--- config.mk ---
export PLATFORM = sky130hd
export DESIGN_NAME = keyframe_color_gradient_lerp_unit
export DESIGN_NICKNAME = d
export VERILOG_FILES = /design/src/hw/rtl/kcg_pkg.sv /design/src/hw/rtl/kcg_key_mem.sv /design/src/hw/rtl/kcg_div.sv /design/src/hw/rtl/kcg_lerp.sv /design/src/hw/rtl/keyframe_color_gradient_lerp_unit.sv
export SDC_FILE = /design/constraint.sdc
export NUM_CORES = 2
export LEC_CHECK = 0
export BUFFER_PORTS_ARGS = -buffer_cell sky130_fd_sc_hd__buf_2
export CORE_MARGIN = 2
export CORE_UTILIZATION = 64
export DETAILED_ROUTE_END_ITERATION = 16
export PLACE_DENSITY = 0.81
export SKIP_CTS_REPAIR_TIMING = 1
export SLEW_MARGIN = 20
export SYNTH_ARGS = -nofsm -noshare
export SYNTH_HDL_FRONTEND = slang
export SYNTH_SLANG_ARGS = --single-unit
export TNS_END_PERCENT = 50
--- constraint.sdc ---
create_clock -name clk -period 14.8 [get_ports clk]
set_clock_uncertainty 0.1 [all_clocks]
set_input_delay 1.48 -clock clk [delete_from_list [all_inputs] [get_ports clk]]
set_output_delay 1.48 -clock clk [all_outputs]
set_load 0.1 [all_outputs]
--- src/hw/rtl/kcg_pkg.sv ---
// package: types, constants and codes of the keyframe color gradient lerp unit
`timescale 1ns / 1ps
`default_nettype none
package kcg_pkg;

    localparam int MAX_KEYS  = 16;
    localparam int KEY_AW    = $clog2(MAX_KEYS);
    localparam int CNT_W     = $clog2(MAX_KEYS + 1);
    localparam int DIV_N     = 33;
    localparam int DIV_D     = 17;
    localparam int DIV_CW    = $clog2(DIV_N + 1);
    localparam logic [16:0] ONE_Q16   = 17'd65536;
    localparam logic [16:0] REL_MAX   = 17'd131071;
    localparam logic [16:0] FLAT_SPAN = 17'd65;
    localparam logic [31:0] MISS_RESET = 32'hFFFF_FFFF;

    localparam logic OP_WRITE = 1'b0;
    localparam logic OP_QUERY = 1'b1;

    localparam logic REG_VERTEX_COUNT = 1'b0;
    localparam logic REG_MISS_COLOR   = 1'b1;

    typedef struct packed {
        logic        operation;
        logic [3:0]  vertex_index;
        logic [16:0] vertex_time;
        logic [31:0] min_color;
        logic [31:0] max_color;
        logic [15:0] age;
        logic [15:0] life_time;
        logic [16:0] rand_weight;
    } in_item_t;

    typedef struct packed {
        logic [31:0] color;
        logic        in_range;
    } out_item_t;

    typedef struct packed {
        logic [16:0] key_time;
        logic [31:0] min_color;
        logic [31:0] max_color;
    } key_entry_t;

    typedef enum logic [2:0] {
        ST_IDLE,
        ST_DIV_REL,
        ST_SCAN,
        ST_DIV_BLEND,
        ST_LERP_EDGE,
        ST_LERP_RAND,
        ST_DONE
    } state_t;

endpackage
`default_nettype wire

--- src/hw/rtl/kcg_key_mem.sv ---
// keyframe store: one write port, one registered read port
`timescale 1ns / 1ps
`default_nettype none
module kcg_key_mem
    import kcg_pkg::*;
(
    input  wire logic              clk,
    input  wire logic              we,
    input  wire logic [KEY_AW-1:0] waddr,
    input  wire key_entry_t        wdata,
    input  wire logic [KEY_AW-1:0] raddr,
    output key_entry_t             rdata
);

    key_entry_t mem [MAX_KEYS];

    always_ff @(posedge clk)
    begin
        if (we)
        begin
            mem[waddr] <= wdata;
        end
    end

    always_ff @(posedge clk)
    begin
        rdata <= mem[raddr];
    end

endmodule
`default_nettype wire

--- src/hw/rtl/kcg_div.sv ---
// iterative restoring divider, one quotient bit per cycle
`timescale 1ns / 1ps
`default_nettype none
module kcg_div
    import kcg_pkg::*;
(
    input  wire logic             clk,
    input  wire logic             rst_n,
    input  wire logic             start,
    input  wire logic [DIV_N-1:0] dividend,
    input  wire logic [DIV_D-1:0] divisor,
    output logic                  done,
    output logic      [DIV_N-1:0] quotient
);

    logic [DIV_D:0]    rem_reg, rem_next;
    logic [DIV_N-1:0]  quo_reg, quo_next;
    logic [DIV_D-1:0]  div_reg;
    logic [DIV_CW-1:0] cnt_reg, cnt_next;
    logic              busy_reg, busy_next;
    logic              done_reg, done_next;
    logic [DIV_D:0]    shifted;

    always_comb
    begin
        shifted   = {rem_reg[DIV_D-1:0], quo_reg[DIV_N-1]};
        rem_next  = rem_reg;
        quo_next  = quo_reg;
        cnt_next  = cnt_reg;
        busy_next = busy_reg;
        done_next = 1'b0;
        if (start)
        begin
            rem_next  = '0;
            quo_next  = dividend;
            cnt_next  = '0;
            busy_next = 1'b1;
        end
        else if (busy_reg)
        begin
            if (shifted >= {1'b0, div_reg})
            begin
                rem_next = shifted - {1'b0, div_reg};
                quo_next = {quo_reg[DIV_N-2:0], 1'b1};
            end
            else
            begin
                rem_next = shifted;
                quo_next = {quo_reg[DIV_N-2:0], 1'b0};
            end
            cnt_next = cnt_reg + DIV_CW'(1);
            if (cnt_reg == DIV_CW'(DIV_N - 1))
            begin
                busy_next = 1'b0;
                done_next = 1'b1;
            end
        end
    end

    always_ff @(posedge clk or negedge rst_n)
    begin
        if (!rst_n)
        begin
            busy_reg <= 1'b0;
            done_reg <= 1'b0;
            cnt_reg  <= '0;
        end
        else
        begin
            busy_reg <= busy_next;
            done_reg <= done_next;
            cnt_reg  <= cnt_next;
        end
    end

    always_ff @(posedge clk)
    begin
        rem_reg <= rem_next;
        quo_reg <= quo_next;
        if (start)
        begin
            div_reg <= divisor;
        end
    end

    assign done     = done_reg;
    assign quotient = quo_reg;

endmodule
`default_nettype wire

--- src/hw/rtl/kcg_lerp.sv ---
// four-channel argb lerp: a + floor((b - a) * k / 65536)
`timescale 1ns / 1ps
`default_nettype none
module kcg_lerp
    import kcg_pkg::*;
(
    input  wire logic [31:0] color_a,
    input  wire logic [31:0] color_b,
    input  wire logic [16:0] weight,
    output logic      [31:0] color_q
);

    always_comb
    begin
        logic signed [9:0]  d;
        logic signed [27:0] p;
        logic signed [27:0] q;
        color_q = '0;
        for (int c = 0; c < 4; c++)
        begin
            d = $signed({2'b00, color_b[c*8 +: 8]}) - $signed({2'b00, color_a[c*8 +: 8]});
            p = d * $signed({1'b0, weight});
            q = p >>> 16;
            color_q[c*8 +: 8] = color_a[c*8 +: 8] + q[7:0];
        end
    end

endmodule
`default_nettype wire

--- src/hw/rtl/keyframe_color_gradient_lerp_unit.sv ---
// top level of the keyframe color gradient lerp unit; a write item gives no result
// query: straight to the miss color on zero lifetime or short table, else relative time
//   divide, scan to the bracketing segment, blend divide off flat segments, edge lerp, random lerp
// and done, the scan running to the last segment on a miss, plus any wait on out_ready; one query
//   in flight, the next item is taken at the edge after the result enters the output register
// reset: async active low, clears control, vertex_count to 0, miss_color to all ones
`timescale 1ns / 1ps
`default_nettype none
module keyframe_color_gradient_lerp_unit
    import kcg_pkg::*;
(
    input  wire logic        clk,
    input  wire logic        rst_n,
    input  wire logic        in_valid,
    output logic             in_ready,
    input  wire in_item_t    in_data,
    output logic             out_valid,
    input  wire logic        out_ready,
    output out_item_t        out_data,
    input  wire logic        cfg_we,
    input  wire logic        cfg_index,
    input  wire logic [31:0] cfg_data
);

    // configuration registers
    logic [4:0]  vertex_count_reg;
    logic [31:0] miss_color_reg;

    // control and datapath registers
    state_t      state_reg, state_next;
    logic [16:0] kr_reg, kr_next;
    logic [CNT_W-1:0] count_reg, count_next;
    logic [CNT_W-1:0] cnt_reg, cnt_next;
    logic [16:0] rel_reg, rel_next;
    key_entry_t  lo_reg, lo_next;
    key_entry_t  hi_reg, hi_next;
    logic [16:0] blend_reg, blend_next;
    logic [31:0] mn_reg, mn_next;
    logic [31:0] mx_reg, mx_next;
    logic [31:0] res_color_reg, res_color_next;
    logic        res_hit_reg, res_hit_next;
    logic        out_valid_reg, out_valid_next;
    out_item_t   out_data_reg, out_data_next;

    // memory, divider and lerp hookup
    logic              mem_we;
    key_entry_t        mem_wdata;
    logic [KEY_AW-1:0] mem_raddr;
    key_entry_t        mem_rdata;
    logic              div_start;
    logic [DIV_N-1:0]  div_dividend;
    logic [DIV_D-1:0]  div_divisor;
    logic              div_done;
    logic [DIV_N-1:0]  div_quo;
    logic [31:0]       la_a, la_b, la_q;
    logic [16:0]       la_k;
    logic [31:0]       lb_q;

    logic        accept;
    logic [16:0] span;

    assign accept   = in_valid && in_ready;
    assign in_ready = (state_reg == ST_IDLE);

    // keyframe write, slots past the table are dropped
    assign mem_we    = accept && (in_data.operation == OP_WRITE)
                       && (32'(in_data.vertex_index) < MAX_KEYS);
    assign mem_wdata = '{key_time:  in_data.vertex_time,
                         min_color: in_data.min_color,
                         max_color: in_data.max_color};

    // scan issues entry cnt+1 while entry cnt is at the read port
    assign mem_raddr = (state_reg == ST_SCAN) ? KEY_AW'(cnt_reg + CNT_W'(1)) : '0;

    assign span = mem_rdata.key_time - lo_reg.key_time;

    kcg_key_mem u_mem (
        .clk   (clk),
        .we    (mem_we),
        .waddr (KEY_AW'(in_data.vertex_index)),
        .wdata (mem_wdata),
        .raddr (mem_raddr),
        .rdata (mem_rdata)
    );

    kcg_div u_div (
        .clk      (clk),
        .rst_n    (rst_n),
        .start    (div_start),
        .dividend (div_dividend),
        .divisor  (div_divisor),
        .done     (div_done),
        .quotient (div_quo)
    );

    // lane a does min edge, then the random blend; lane b does max edge
    always_comb
    begin
        if (state_reg == ST_LERP_RAND)
        begin
            la_a = mn_reg;
            la_b = mx_reg;
            la_k = kr_reg;
        end
        else
        begin
            la_a = lo_reg.min_color;
            la_b = hi_reg.min_color;
            la_k = blend_reg;
        end
    end

    kcg_lerp u_lerp_a (
        .color_a (la_a),
        .color_b (la_b),
        .weight  (la_k),
        .color_q (la_q)
    );

    kcg_lerp u_lerp_b (
        .color_a (lo_reg.max_color),
        .color_b (hi_reg.max_color),
        .weight  (blend_reg),
        .color_q (lb_q)
    );

    // sequencer
    always_comb
    begin
        state_next     = state_reg;
        kr_next        = kr_reg;
        count_next     = count_reg;
        cnt_next       = cnt_reg;
        rel_next       = rel_reg;
        lo_next        = lo_reg;
        hi_next        = hi_reg;
        blend_next     = blend_reg;
        mn_next        = mn_reg;
        mx_next        = mx_reg;
        res_color_next = res_color_reg;
        res_hit_next   = res_hit_reg;
        out_valid_next = out_valid_reg;
        out_data_next  = out_data_reg;
        div_start      = 1'b0;
        div_dividend   = {1'b0, in_data.age, 16'd0};
        div_divisor    = {1'b0, in_data.life_time};

        if (out_valid_reg && out_ready)
        begin
            out_valid_next = 1'b0;
        end

        unique case (state_reg)
            ST_IDLE:
            begin
                if (accept && (in_data.operation == OP_QUERY))
                begin
                    kr_next = (in_data.rand_weight > ONE_Q16) ? ONE_Q16 : in_data.rand_weight;
                    if (32'(vertex_count_reg) > MAX_KEYS)
                    begin
                        count_next = CNT_W'(MAX_KEYS);
                    end
                    else
                    begin
                        count_next = CNT_W'(vertex_count_reg);
                    end
                    res_color_next = miss_color_reg;
                    res_hit_next   = 1'b0;
                    // zero lifetime or short table: straight to the miss color
                    if ((in_data.life_time == 16'd0) || (count_next < CNT_W'(2)))
                    begin
                        state_next = ST_DONE;
                    end
                    else
                    begin
                        div_start  = 1'b1;
                        state_next = ST_DIV_REL;
                    end
                end
            end
            ST_DIV_REL:
            begin
                if (div_done)
                begin
                    if (div_quo > DIV_N'(REL_MAX))
                    begin
                        rel_next = REL_MAX;
                    end
                    else
                    begin
                        rel_next = div_quo[16:0];
                    end
                    cnt_next   = '0;
                    state_next = ST_SCAN;
                end
            end
            ST_SCAN:
            begin
                if (cnt_reg == '0)
                begin
                    lo_next  = mem_rdata;
                    cnt_next = CNT_W'(1);
                end
                else if ((lo_reg.key_time <= rel_reg) && (rel_reg <= mem_rdata.key_time))
                begin
                    hi_next = mem_rdata;
                    if (span > FLAT_SPAN)
                    begin
                        div_start    = 1'b1;
                        div_dividend = {rel_reg - lo_reg.key_time, 16'd0};
                        div_divisor  = span;
                        state_next   = ST_DIV_BLEND;
                    end
                    else
                    begin
                        blend_next = '0;
                        state_next = ST_LERP_EDGE;
                    end
                end
                else if (CNT_W'(cnt_reg + CNT_W'(1)) == count_reg)
                begin
                    // no bracketing segment
                    state_next = ST_DONE;
                end
                else
                begin
                    lo_next  = mem_rdata;
                    cnt_next = cnt_reg + CNT_W'(1);
                end
            end
            ST_DIV_BLEND:
            begin
                if (div_done)
                begin
                    blend_next = div_quo[16:0];
                    state_next = ST_LERP_EDGE;
                end
            end
            ST_LERP_EDGE:
            begin
                mn_next    = la_q;
                mx_next    = lb_q;
                state_next = ST_LERP_RAND;
            end
            ST_LERP_RAND:
            begin
                res_color_next = la_q;
                res_hit_next   = 1'b1;
                state_next     = ST_DONE;
            end
            ST_DONE:
            begin
                // hand over once the output register is free
                if (!out_valid_reg || out_ready)
                begin
                    out_valid_next = 1'b1;
                    out_data_next  = '{color: res_color_reg, in_range: res_hit_reg};
                    state_next     = ST_IDLE;
                end
            end
            default:
            begin
                state_next = ST_IDLE;
            end
        endcase
    end

    always_ff @(posedge clk or negedge rst_n)
    begin
        if (!rst_n)
        begin
            state_reg        <= ST_IDLE;
            out_valid_reg    <= 1'b0;
            vertex_count_reg <= 5'd0;
            miss_color_reg   <= MISS_RESET;
        end
        else
        begin
            state_reg     <= state_next;
            out_valid_reg <= out_valid_next;
            if (cfg_we)
            begin
                unique case (cfg_index)
                    REG_VERTEX_COUNT: vertex_count_reg <= cfg_data[4:0];
                    REG_MISS_COLOR:   miss_color_reg   <= cfg_data;
                    default:          ;
                endcase
            end
        end
    end

    always_ff @(posedge clk)
    begin
        kr_reg        <= kr_next;
        count_reg     <= count_next;
        cnt_reg       <= cnt_next;
        rel_reg       <= rel_next;
        lo_reg        <= lo_next;
        hi_reg        <= hi_next;
        blend_reg     <= blend_next;
        mn_reg        <= mn_next;
        mx_reg        <= mx_next;
        res_color_reg <= res_color_next;
        res_hit_reg   <= res_hit_next;
        out_data_reg  <= out_data_next;
    end

    assign out_valid = out_valid_reg;
    assign out_data  = out_data_reg;

endmodule
`default_nettype wire

== After elaboration in Yosys (flattened, before gate mapping) ==
Memory sizes are Yosys's and may differ from the RTL's. A register that Yosys moved wholly into a read port is not among the register bits.
Index checks and enable logic that the tools add are counted.

* Bits in read-only memories: 0
* RAM bits: 1296
* Input port bits: 173
* Memories kept: 1
* Latch bits: 0
* Bits in registers: 452
* Output and inout bits: 35

* Multipliers: 8
* Bitwise logic cells: 6
* Mux-type cells: 65
* $add $sub $neg: 21
* Eq/ne operators: 20
* Order comparisons: 8
* Shift operators: 0
* Reduce and logical (&&, ||, !) cells: 27
* Div/mod/pow operators: 0

{| class="wikitable"
|+ Memory list
! name !! depth !! bits a word !! rd ports !! clocked after Yosys merged registers in !! write ports !! RTL line !! RTL
|-
| u_mem.mem || 16 || 81 || 1 || 1 || 1 || kcg_key_mem.sv:15 || <nowiki>key_entry_t mem [MAX_KEYS];</nowiki>
|}

{| class="wikitable"
|+ Operators with widths
! cell !! count
|-
| two-way mux 81 bit || 3
|-
| two-way mux 33 bit || 6
|-
| multiplier 9 x 18 -> 24 bit || 8
|-
| two-way mux 17 bit || 6
|-
| two-way mux 32 bit || 3
|-
| subtractor 8 x 8 -> 9 bit || 8
|-
| adder 8 bit || 8
|-
| two-way mux 16 bit || 4
|-
| case mux 32 bit (2 select lines) || 1
|-
| subtractor 17 bit || 3
|-
| two-way mux 5 bit || 7
|-
| less-or-equal comparator 17 bit || 2
|-
| case mux 17 bit (2 select lines) || 1
|-
| > comparator 33 x 17 -> 1 bit (second input constant) || 1
|-
| two-way mux 3 bit || 9
|-
| case mux 3 bit (7 select lines) || 1
|-
| >= comparator 18 x 17 -> 1 bit || 1
|-
| two-way mux 1 bit || 18
|-
| > comparator 17 bit (second input constant) || 1
|-
| > comparator 17 x 7 -> 1 bit (second input constant) || 1
|-
| logical NOT 16 bit || 1
|-
| two-way mux 6 bit || 2
|-
| AND reduction 2 bit || 6
|-
| != test 2 bit (second input constant) || 5
|-
| 27 further kinds || 49
|}

== Depth between registers and ports, before layout ==
* Depth in word-level cells: 11
* Depth in mapped cells: 48

== By module ==
A second synthesis with hierarchy kept.

* Cell total of the unflattened synthesis: 8042
* Area, all modules: 110116.9 um^2

{| class="wikitable"
|+ By module, submodules not included
! module !! instances !! seq. area each (um^2) !! area each (um^2) !! cells an instance
|-
| kcg_key_mem || 1 || 40538.9 || 50064.3 || 2078
|-
| kcg_lerp (u_lerp_a) || 1 || 0.0 || 19656.4 || 2170
|-
| kcg_lerp (u_lerp_b) || 1 || 0.0 || 19547.5 || 2139
|-
| keyframe_color_gradient_lerp_unit || 1 || 11155.7 || 16819.9 || 1305
|-
| kcg_div || 1 || 2042.0 || 4028.9 || 350
|}

== Worst setup path before layout ==
Ideal clock, no wire load.

* Path kind: register to register
* Start point: reg state_reg[2]
* End point: reg res_color_reg[23] (data pin)
* Slack: 3869 ps
* Arrival time: 10571 ps
* Stages on the path, launching flop included: 48
* Buffers on the path: 9
* Required time: 14440 ps
* Clock period less this slack: 10931 ps
* Setup time: 260 ps
* Path through: dfrtp_1 buf_2 nand3b_4 inv_2 buf_2 buf_2 buf_2 buf_1 clkbuf_1 clkbuf_1 clkbuf_1 nand2_1 nand2_1 ha_1 inv_1 fa_1 a221o_1 xnor2_1 [... 12 more ...] o21ai_0 o21ai_0 a21o_1 a21o_1 and2_1 o21ai_0 nand2b_1 a21oi_1 o21bai_1 xor2_1 ha_1 a21oi_1 maj3_1 or2_0 a2bb2oi_1 a31oi_1 xnor2_1 mux2_2

* Cells in the longest elaborated chain, start to end: 6
* Elaborated cells on any way between the ends: 9
* Those cells by class: add/sub: 2; mul: 1; eq/ne: 1; mux: 4; reduce/logical: 1

{| class="wikitable"
|+ RTL lines
! item !! RTL line !! RTL
|-
| from (decl) || keyframe_color_gradient_lerp_unit.sv:30 || <nowiki>state_t state_reg, state_next;</nowiki>
|-
| from (signal assigned) || keyframe_color_gradient_lerp_unit.sv:279 || <nowiki>state_reg <= state_next;</nowiki>
|-
| == test 3 bit * || keyframe_color_gradient_lerp_unit.sv:99 || <nowiki>if (state_reg == ST_LERP_RAND)</nowiki>
|-
| two-way mux 32 bit || keyframe_color_gradient_lerp_unit.sv:99 ||
|-
| subtractor 8 x 8 -> 9 bit || kcg_lerp.sv:21 || <nowiki>d = $signed({2'b00, color_b[c*8 +: 8]}) - $signed({2'b00, color_a[c*8 +: 8]});</nowiki>
|-
| multiplier 9 x 18 -> 24 bit || kcg_lerp.sv:22 || <nowiki>p = d * $signed({1'b0, weight});</nowiki>
|-
| adder 8 bit * || kcg_lerp.sv:24 || <nowiki>color_q[c*8 +: 8] = color_a[c*8 +: 8] + q[7:0];</nowiki>
|-
| named net la_q[23] || keyframe_color_gradient_lerp_unit.sv:55 || <nowiki>logic [31:0] la_a, la_b, la_q;</nowiki>
|-
| case mux 32 bit (2 select lines) * || keyframe_color_gradient_lerp_unit.sv:153 || <nowiki>unique case (state_reg)</nowiki>
|-
| named net res_color_next[23] || keyframe_color_gradient_lerp_unit.sv:40 || <nowiki>logic [31:0] res_color_reg, res_color_next;</nowiki>
|-
| to (signal assigned) || keyframe_color_gradient_lerp_unit.sv:303 || <nowiki>res_color_reg <= res_color_next;</nowiki>
|-
| to (decl) || keyframe_color_gradient_lerp_unit.sv:40 ||
|}

Mark *: on every way through the listed nets, which the timed path passes. The rest lies on a longest branch.
A chain may end at the register's enable or synchronous reset.

== Final worst setup path ==
* Start point: reg state_reg[1]
* End point: reg res_color_reg[7] (data pin)

Same word-level chain as after synthesis.

==> impl_metrics.py <==
metrics = {
    "worst_hold_path": {
        "hold_depth": 0,
        "min_path_type": "flip-flop to flip-flop",
    },
    "sta": {
        "setup_slack_ns": 3.28,
        "max_freq_mhz": 86.8,
        "hold_ws_ns": 0.311,
        "rsz0062_at_grt": "false",
        "slew_violations": 0,
        "finalSetupTns_ns": 0,
        "tightest_slew_ns": 1.26,
        "setup_viol": 0,
        "hold_viol": 0,
        "fin_crit_ns": 11.52,
        "period_share_pct": 77.8,
        "maxSlewHeadroom_pct": 16.3,
    },
    "status": {
        "violations": "antenna rules",
        "status": "finished with violations",
    },
    "routing": {
        "wl_per_cell_um": 23.6,
        "ant_nets": 1,
        "wl_met2_um": 134000,
        "drt-met1-wl_um": 103000,
        "drtIter0Drc": 6772,
        "vias_per_cell": 6.12,
        "route.detailed.drc": 0,
        "drtPass1Iterations": 6,
        "totalWireLength_um": 273000,
        "route.met3.wl_um": 21600,
        "highest_layer": "met5",
        "num_vias": 70900,
    },
    "worst_setup_path": {
        "path_buf_inv": 4,
        "r2r_start": "state_reg[1]",
        "crit_fanout": 49,
        "reg2regPathDepth": 33,
        "critPathCaptureType": "flip-flop",
        "path_common_cell": "fa_1",
        "critPathSlowestCell": "buf_4",
        "required_ns": 15.27,
        "rrSetupSlack_ns": 3.28,
        "crit_end": "res_color_reg[7]",
        "cpPeakStageDelay_ns": 0.59,
        "critPathTopFamily": "compound AO/OA/AOI/OAI gates",
        "reg2reg_to": "res_color_reg[7]",
        "worst_ep_arrival_time_ns": 11.99,
        "crit_start": "state_reg[1]",
        "cp_num_cells": 33,
        "crit_type": "flip-flop to flip-flop",
        "cp-start-kind": "flip-flop",
    },
    "clocking": {
        "cts_inserted_buffers": 171,
        "cts_tree": "built",
        "htreeDepth": 4,
        "clk-insertion-delay-late_ns": 0.83,
        "path_clk_slew_ns": 0.06,
        "cts_max_path_buffers": 3,
        "cts_sinks": 1829,
        "root_buffer": "clkbuf_16",
    },
    "job": {
        "cap_violations": 0,
    },
    "layout": {
        "fin_area_sq_mm": 0.121,
        "final_nets": 10700,
        "syn_to_final_growth_pct": 8.46,
        "num-fill-cells": 11500,
        "largest_reg_flops": 1296,
        "seqCellArea_sq_mm": 0.0537,
        "multiInputGateArea_sq_mm": 0.0526,
        "drive_gt1_share_pct": 9.56,
    },
    "synth": {
        "synth-edff-count": 1682,
        "async_flop_share_pct": 2.68,
        "yosysUniqueCellTypes": 87,
        "ys_seq_area_share_pct": 48.3,
        "ys_ff_latch": 1829,
        "synth_fp_nets": 10600,
        "synth_warnings": 0,
        "netlist_instances": 8984,
        "synth-main-ff-cell": "edfxtp_1",
        "netlist_area_sq_mm": 0.111,
        "avgSynthCellArea_sq_um": 12.4,
    },
    "die": {
        "rows": 153,
        "core_sq_mm": 0.173,
        "ios": 208,
        "start_util_pct": 64.2,
        "die_w_um": 421,
        "die_h_um": 421,
        "die_area_sq_mm": 0.177,
    },
    "global_route": {
        "grt_pass1_wl_um": 423000,
        "grt_max_degree": 175,
        "grt_pass1_vias": 73900,
        "grt_usage_pct": 31.1,
        "grt-ovfl-total": 0,
        "antenna_found_initial": 41,
    },
    "place": {
        "place_area_sq_mm": 0.115,
        "dp_hpwl_um": 177000,
        "dp_slack_ns": 3.50,
        "place_congestion": 0.934,
        "port_buffers": 207,
    },
}
## area by class of cell
cell class	instances	share of cell area [%]
diodes	21	0.0435
clock buffers	230	3.95
clock inverters	88	0.611
inverters	921	2.87
multi-input cells	5784	43.6
flip-flops and latches	1829	44.5
well taps	2325	2.41
repair buffers	382	2.04
## cell families (layout without fill, tap and decap cells)
family	count (synthesis)	count (layout)	share of synthesized area, %
and+or+nand+nor	2488	2488	10.5
other	0	21	0
xor gates and xnor gates	285	285	2.28
DFF	1829	1829	48.3
muxes	555	555	5.97
adders and majority gates	1462	1462	22.2
buffers and inverters	1371	1621	4.66
AOI/OAI and AO/OA	994	994	6.08
## cell usage in the layout, fill, tap and decap left out, types with 81 or more instances in the layout
cell type  count
nor2b_1      216
nand2b_1     246
nor2_1       462
dfxtp_1       98
buf_2        207
edfxtp_1    1682
xnor2_1      203
mux2i_1      412
inv_1        919
a311oi_1      82
buf_4        166
a211oi_1     280
mux4_2        81
nand2_1     1071
a21oi_1      232
ha_1         595
fa_1         859
clkbuf_16    176
and2_1       232
a31oi_1      101
## how the worst min path moves through the flow
| stage | from | to | slack, ns |
|---|---|---|---|
| floorplan | res_hit_reg | out_data[0] | 0.30 |
| global route | res_color_reg[12] | out_data[13] | 0.32 |
| CTS | u_mem.rdata[41] | hi_reg[41] | 0.31 |
| detailed placement | res_color_reg[26] | out_data[27] | 0.31 |
| global placement | res_color_reg[24] | out_data[25] | 0.30 |
| finish | u_mem.rdata[41] | hi_reg[41] | 0.31 |
## through the flow
stage / std cells / util (%)
after detailed placement: 11200 / 66.4
after CTS: 11600 / 69.6
final: 11600 / 69.7
after global routing: 11600 / 69.6
after global placement: 11200 / 66.4
after floorplan: 8984 / -
## per-layer routing
layer / global-route usage, % / vias up
li1: - / 31100
met1: 39.8 / 35700
met2: 51.9 / 3260
met3: 5.08 / 729
met4: 15.3 / 32
met5: 0 / -
## Yosys cell counts, types with 42 or more instances
cell,n,area (sq um)
mux2i_1,416,4160
nand2b_1,246,1540
a311oi_1,82,718
clkbuf_1,372,1400
nor2b_1,216,1350
edfxtp_1,1682,50500
buf_1,64,240
mux4_2,81,1820
a211oi_1,281,2110
dfxtp_1,98,1960
a21oi_1,232,1160
a21o_1,49,368
a31oi_1,101,632
nor3_1,62,310
and2_1,233,1460
or2_2,42,263
mux2_2,47,529
xor2_1,79,692
o21ai_0,78,390
ha_1,595,7440
nor2_1,478,1790
inv_1,920,3450
fa_1,859,17200
xnor2_1,203,1780
nand2_1,1073,4030
Power is not shown: default switching activity piles up to over one toggle a cycle in this logic, so the estimate is an artifact.
